**config.mk**
```make
export PLATFORM = sky130hd
export DESIGN_NAME = depq_cell
export DESIGN_NICKNAME = d
export VERILOG_FILES = /design/src/hw/rtl/assert_macros.svh /design/src/hw/rtl/depq_pkg.sv /design/src/hw/rtl/depq_cell.sv
export SDC_FILE = /design/constraint.sdc
export NUM_CORES = 1
export LEC_CHECK = 0
export BUFFER_PORTS_ARGS = -buffer_cell sky130_fd_sc_hd__buf_2
export CORE_MARGIN = 2
export CORE_UTILIZATION = 39
export CTS_BUF_LIST = sky130_fd_sc_hd__clkbuf_2 sky130_fd_sc_hd__clkbuf_4 sky130_fd_sc_hd__clkbuf_8
export CTS_CLUSTER_SIZE = 24
export DETAILED_ROUTE_END_ITERATION = 12
export GPL_TIMING_DRIVEN = 0
export PLACE_DENSITY = 0.81
export SLEW_MARGIN = 10
export SYNTH_ARGS = -nofsm -noshare
export SYNTH_HDL_FRONTEND = slang
export SYNTH_SLANG_ARGS = --single-unit
```
**constraint.sdc**
```tcl
create_clock -name i_clk -period 3.4 [get_ports i_clk]
set_input_delay 0.68 -clock i_clk [delete_from_list [all_inputs] [get_ports i_clk]]
set_output_delay 0.68 -clock i_clk [all_outputs]
set_load 0.05 [all_outputs]
```
**src/hw/rtl/assert_macros.svh**
```systemverilog
// Assertion macros for RTL files that check their own logic.
`ifndef ASSERT_MACROS_SVH
`define ASSERT_MACROS_SVH

// Same-cycle implication, checked on every rising clock edge outside reset.
`define ASSERT_IMPLIES(label, clk, rst_n, ante, cons) \
    label: assert property (@(posedge clk) disable iff (!rst_n) (ante) |-> (cons)) \
        else $error("assertion failed");

// Next-cycle implication, checked on every rising clock edge outside reset.
`define ASSERT_NEXT(label, clk, rst_n, ante, cons) \
    label: assert property (@(posedge clk) disable iff (!rst_n) (ante) |=> (cons)) \
        else $error("assertion failed");

`endif

```
**src/hw/rtl/depq_pkg.sv**
```systemverilog
// Types, codes and constants of the double-ended priority queue.
package depq_pkg;

    localparam int KEY_W          = 24;
    localparam int PRIO_W         = 24;
    localparam int CMD_W          = 2;
    localparam int DEF_CAPACITY   = 64;
    localparam int GROUP_SIZE     = 8;

    localparam logic [CMD_W-1:0] CMD_INSERT    = 2'd0;
    localparam logic [CMD_W-1:0] CMD_SERVE_MAX = 2'd1;
    localparam logic [CMD_W-1:0] CMD_SERVE_MIN = 2'd2;

    typedef struct packed {
        logic [CMD_W-1:0]  command;
        logic [KEY_W-1:0]  client_key;
        logic [PRIO_W-1:0] priority_req;
    } t_depq_in;

    typedef struct packed {
        logic [KEY_W-1:0] served_key;
        logic             queue_was_empty;
        logic             insert_dropped;
    } t_depq_out;

    // Contents of one cell as seen by its neighbors.
    typedef struct packed {
        logic              valid;
        logic [KEY_W-1:0]  key;
        logic [PRIO_W-1:0] prio;
    } t_depq_slot;

    // Broadcast control from the sequencer to every cell.
    typedef struct packed {
        logic              ins;
        logic              serve_min;
        logic              serve_max;
        logic [KEY_W-1:0]  key;
        logic [PRIO_W-1:0] prio;
    } t_depq_ctl;

    typedef enum logic [1:0] {
        S_IDLE,
        S_EXEC,
        S_REDUCE
    } t_state;

endpackage

```
**src/hw/rtl/depq_cell.sv**
```systemverilog
// One storage cell of the sorted chain: holds one entry, shifts with its neighbors.
module depq_cell import depq_pkg::*; (
    input  logic              i_clk,
    input  logic              i_rst_n,
    input  t_depq_ctl         i_ctl,
    input  t_depq_slot        i_lo,
    input  logic              i_lo_take,
    input  t_depq_slot        i_hi,
    output t_depq_slot        o_slot,
    output logic              o_take,
    output logic [KEY_W-1:0]  o_top_key
);

    logic              r_valid;
    logic [KEY_W-1:0]  r_key;
    logic [PRIO_W-1:0] r_prio;
    logic              n_valid;
    logic [KEY_W-1:0]  n_key;
    logic [PRIO_W-1:0] n_prio;
    logic              w_top;

    assign o_slot    = '{valid: r_valid, key: r_key, prio: r_prio};
    // new entry belongs here or below: slot empty or holds a strictly greater priority
    assign o_take    = !r_valid || (r_prio > i_ctl.prio);
    assign w_top     = r_valid && !i_hi.valid;
    assign o_top_key = w_top ? r_key : '0;

    always_comb begin
        n_valid = r_valid;
        n_key   = r_key;
        n_prio  = r_prio;
        if (i_ctl.ins) begin
            if (i_lo_take) begin
                n_valid = i_lo.valid;
                n_key   = i_lo.key;
                n_prio  = i_lo.prio;
            end else if (o_take) begin
                n_valid = 1'b1;
                n_key   = i_ctl.key;
                n_prio  = i_ctl.prio;
            end
        end else if (i_ctl.serve_min) begin
            n_valid = i_hi.valid;
            n_key   = i_hi.key;
            n_prio  = i_hi.prio;
        end else if (i_ctl.serve_max) begin
            if (w_top) begin
                n_valid = 1'b0;
            end
        end
    end

    always_ff @(posedge i_clk) begin
        if (!i_rst_n) begin
            r_valid <= 1'b0;
        end else begin
            r_valid <= n_valid;
        end
    end

    always_ff @(posedge i_clk) begin
        r_key  <= n_key;
        r_prio <= n_prio;
    end

endmodule

```
Word level (Yosys, flattened, before mapping). Cells that the tools add are included.

Flip-flop bits (word level): 49. Output and inout bits: 74.

Order comparisons: 1. Equality and inequality tests: 1. Multiplexer cells: 15. Reductions and logical operators: 9.

Operators with widths (count): $mux W24 (9); $gt A24 B24 Y1 (1); $mux W1 (6); $reduce_bool A3 Y1 (2); $ne A3 B1 Y1 const B (1); $reduce_and A3 Y1 (1); $logic_not A1 Y1 (2); $reduce_and A2 Y1 (1); $reduce_bool A2 Y1 (1); $logic_and A1 B1 Y1 (1); $logic_or A1 B1 Y1 (1).

Depth between registers and ports, before layout.
Depth after elaboration: 6. Depth in mapped cells: 8.

Worst setup path before layout. OpenSTA, ideal clock, no wires.

Path kind: input -> register. Start point: in i_ctl[23] in the netlist's numbering. End point: reg r_key[0], enable pin. Setup time: 0.422 ns. Data arrival time: 3.252 ns. Slack: -0.274 ns. Cell stages on the path: 8. Path through: inv_1 -> ha_1 -> nand4_2 -> nor3_2 -> and3_1 -> o31ai_1 -> a22o_1 -> a21oi_2.

Cells in the longest elaborated chain, start to end: 4.

Ends and longest elaborated chain: start: declaration (line depq_cell.sv:5) `input t_depq_ctl i_ctl,`; $gt A24 B24 Y1 (line depq_cell.sv:24) `assign o_take = !r_valid || (r_prio > i_ctl.prio);`; $logic_or A1 B1 Y1 (line depq_cell.sv:24); $ne A3 B1 Y1 (no source line); $reduce_and A2 Y1 (no source line); end signal: assignment (line depq_cell.sv:62) `r_key <= n_key;`; end: declaration (line depq_cell.sv:15) `logic [KEY_W-1:0] r_key;`.

No other way between the ends. A chain may end at the register's enable or synchronous reset.

Worst setup path after layout.
Start point: in i_ctl[10] in the netlist's numbering. End point: out o_take.

Cells in the longest elaborated chain, start to end: 2.

Ends and longest elaborated chain: $gt A24 B24 Y1 (line depq_cell.sv:24); $logic_or A1 B1 Y1 (line depq_cell.sv:24); end: declaration (line depq_cell.sv:10) `output logic o_take,`.

No other way between the ends.

==> impl_results.md <==
- Status: completed
- NetSw: ~0.7 mW
- Hold buffer count at cts: 0
- TritonCTS clock tree: done
- Mapped Cells: 330
- RSZ-0062 raised after global routing: false
- Rel. slew slack: 43.0%
- Sw Ratio: 38.9%
- Static leakage: 2.41 nW
- Post-route DRC: 0
- CP Launch Type: input pin
- Part of the power in registers: a little over two fifths
- Count of cell types in the netlist: 31
- Clk sink count: about 50
- Largest net degree at the start of global routing: 27
- First drt pass iteration count: 4
- Final min period: around 3.3 ns
- Internal power: 1.10 mW
- Clk root buf: clkbuf_8
- Pins Over Slew Limit: 0
- Placed cell area: 4540 um^2
- Synthesized area per cell: 9.88 um^2
- Area growth syn-to-layout: 42.1%
- Comb power frac: 37.7%
- Via/cell ratio: between 5 and 6
- Number of diodes: 0
- Iter 0 DRT Violations: ~100
- Design area: 4630 um^2
- Worst-path clk slew: 0.09 ns
- Cell Pwr Density: 390 nW/um^2
- Core area: a little over 8000 um^2
- Async SR Flop Fraction: 0%
- I/O pins: 226
- Fraction of layout cells with a size suffix above 1: 42.9%
- Global-route wire length before repair: 14.3 mm
- Most frequent cell after synthesis: a21oi_1
- Peak supply drop: ~0.00017 V
- Buffers on Ports: ~220
- Antenna Nets Post-Route: 0
- Nets@finish: 737
- # setup viols final: 0
- Final Skew: roughly 0.0084 ns
- H-tree levels: 2
- # fillers: 769
- Clock insertion delay at the later pin of the skew report: 0.30 ns
- Post-synth EDFFs: 48
- Wirelength, routed: 9.89 mm
- Buffers inserted by post-CTS timing repair: 0
- Dominant cells by area after synthesis: edfxtp_1 (44%), mux2i_1 (15%), ha_1 (9.2%), a21oi_1 (8.7%), nor2_1 (6.0%)
- Largest area contributor in the netlist: edfxtp_1
- Wire per inst: 14.8 um
- Top_reg_cell synth: edfxtp_1
- Sequential cell area fraction in the yosys report: between 40% and 50%
- GPL Wtd Cong: 0.809
- Final Hold Viols: 0
- Critical Path RT: 2.72 ns
- Mapped Area: 3260 um^2
- Die area: 9110 um^2
- Syn Nets: 506
- DP Wirelength: between 8 and 9 mm
- Vias in the first global route: 3208
- Initial antenna violation count: 0
- Multi-input gate area: 1630 um^2
- Setup ws final: 0.110 ns
- Clock power frac: 19.7%
- #FFs+latches synth: 49
- WP data arrival: 2.61 ns
- Period utilisation layout: 96.8%
- TritonCTS buffer count: 5
- Area share of the largest cell type after synthesis: 44.2%
- Post-Place Setup Slack: -0.0353 ns
- Seq. cell area: roughly 1500 um^2
- Worst-Margin Slew: roughly 0.85 ns
- Yosys warning total: 0
- Die Wd: 95.4 um
- CP Capture Type: primary output
- Setup CP Type: in -> out
- Hold Path Class: in -> reg
- Row count: 33
- Maxcap violations: 0
- Via count of the routed design: 3347
- Max FO, Critical Path: 2
- Post-cts resize count: 0
- Top cells by count, synth: a21oi_1 (57), nor2_1 (52), edfxtp_1 (48), mux2i_1 (48), inv_1 (25)
- Initial core utilization: 39.9%
- Overflow after GRT: 0
- Fmax: 304 MHz
- Die Y: 95.4 um
- GRT Util Overall: 20.4%
- Max Root-Sink Buffers: 2
power by group through the flow:
stage          logic (mW)  clock network, mW  registers [mW]
2_1_floorplan       0.255                  0           0.984
3_3_place_gp        0.661                  0           0.781
3_5_place_dp        0.682                  0           0.783
4_1_cts             0.683              0.366           0.770
5_1_grt             0.731              0.383           0.778
6_report            0.680              0.357           0.770
cells by family (layout without fill, tap and decap cells):
| logic type | count (synthesis) | in the layout | synth area share, % |
|---|---|---|---|
| simple gates | 93 | 93 | 13.7 |
| compound gates | 71 | 71 | 12.0 |
| flops | 49 | 49 | 44.8 |
| mux | 48 | 48 | 14.7 |
| buf+inv | 45 | 277 | 5.49 |
| fa+ha+maj | 24 | 24 | 9.21 |
state kept, by name, summed over array words and instances (netlist names):
name and count:
r_prio 24, r_valid 1, r_key 24
final cells by class:
class	instances	area share [%]
tap	105	2.84
multi-input combinational	236	35.1
sequential	49	31.5
clock buffer	5	1.49
inverter	25	2.03
buffer	20	1.84
timing repair buffer	224	24.7
clock inverter	3	0.459
placed cells by master, fill, tap and decap left out, drive strengths merged, types with 2 or more instances in the layout:
cell type and count:
nand4 5, ha 24, nor2 52, a211oi 2
clkbuf 17, and3 2, nand3 2, and2 24
edfxtp 48, inv 26, nand2 5, a21oi 58
mux2i 48, a21o 2, buf 232, nor2b 2
path summary, 6_finish.rpt:
path	start	end	slack, ns	cells past startpoint
setup / recovery	i_ctl[10]	o_take	0.11	9
hold / removal	i_rst_n	r_valid	0.64	3
setup reg to reg	r_prio[23]	r_key[14]	0.35	8
hold reg to reg	r_valid	r_valid	0.66	2
per-stage QoR:
| step | power, mW | hold slack [ns] | cells | utilization (%) | TNS (ns) |
|---|---|---|---|---|---|
| after global placement | 1.44 | 0.618 | 658 | 55.2 | -15.99 |
| after CTS | 1.82 | 0.627 | 667 | 56.7 | 0 |
| after global routing | 1.89 | 0.652 | 667 | 56.7 | 0 |
| final | 1.81 | 0.637 | 667 | 56.7 | 0 |
| after floorplan | 1.24 | 0.589 | 330 | - | 0 |
| after detailed placement | 1.47 | 0.647 | 659 | 55.6 | -0.869 |
worst max-delay path: stages:
cell	delay (ns)
buf_2	0.09
inv_1	0.04
ha_1	0.30
and3_1	0.20
a221o_1	0.35
a211oi_1	0.37
a22o_1	0.29
nand2_1	0.07
buf_2	0.21
routing by layer:
| layer | up-vias | wire length (um) | GRT usage, % | part of all wire [%] |
|---|---|---|---|---|
| met2 | 149 | 5120 | 38.6 | 52 |
| met4 | 0 | 165 | 5.48 | 1.7 |
| met5 | - | 0 | 0 | 0 |
| li1 | 1633 | - | - | - |
| met3 | 15 | 679 | 3.95 | 6.9 |
| met1 | 1550 | 3930 | 23.4 | 40 |
No activity file was read; power rests on OpenSTA's default activity.
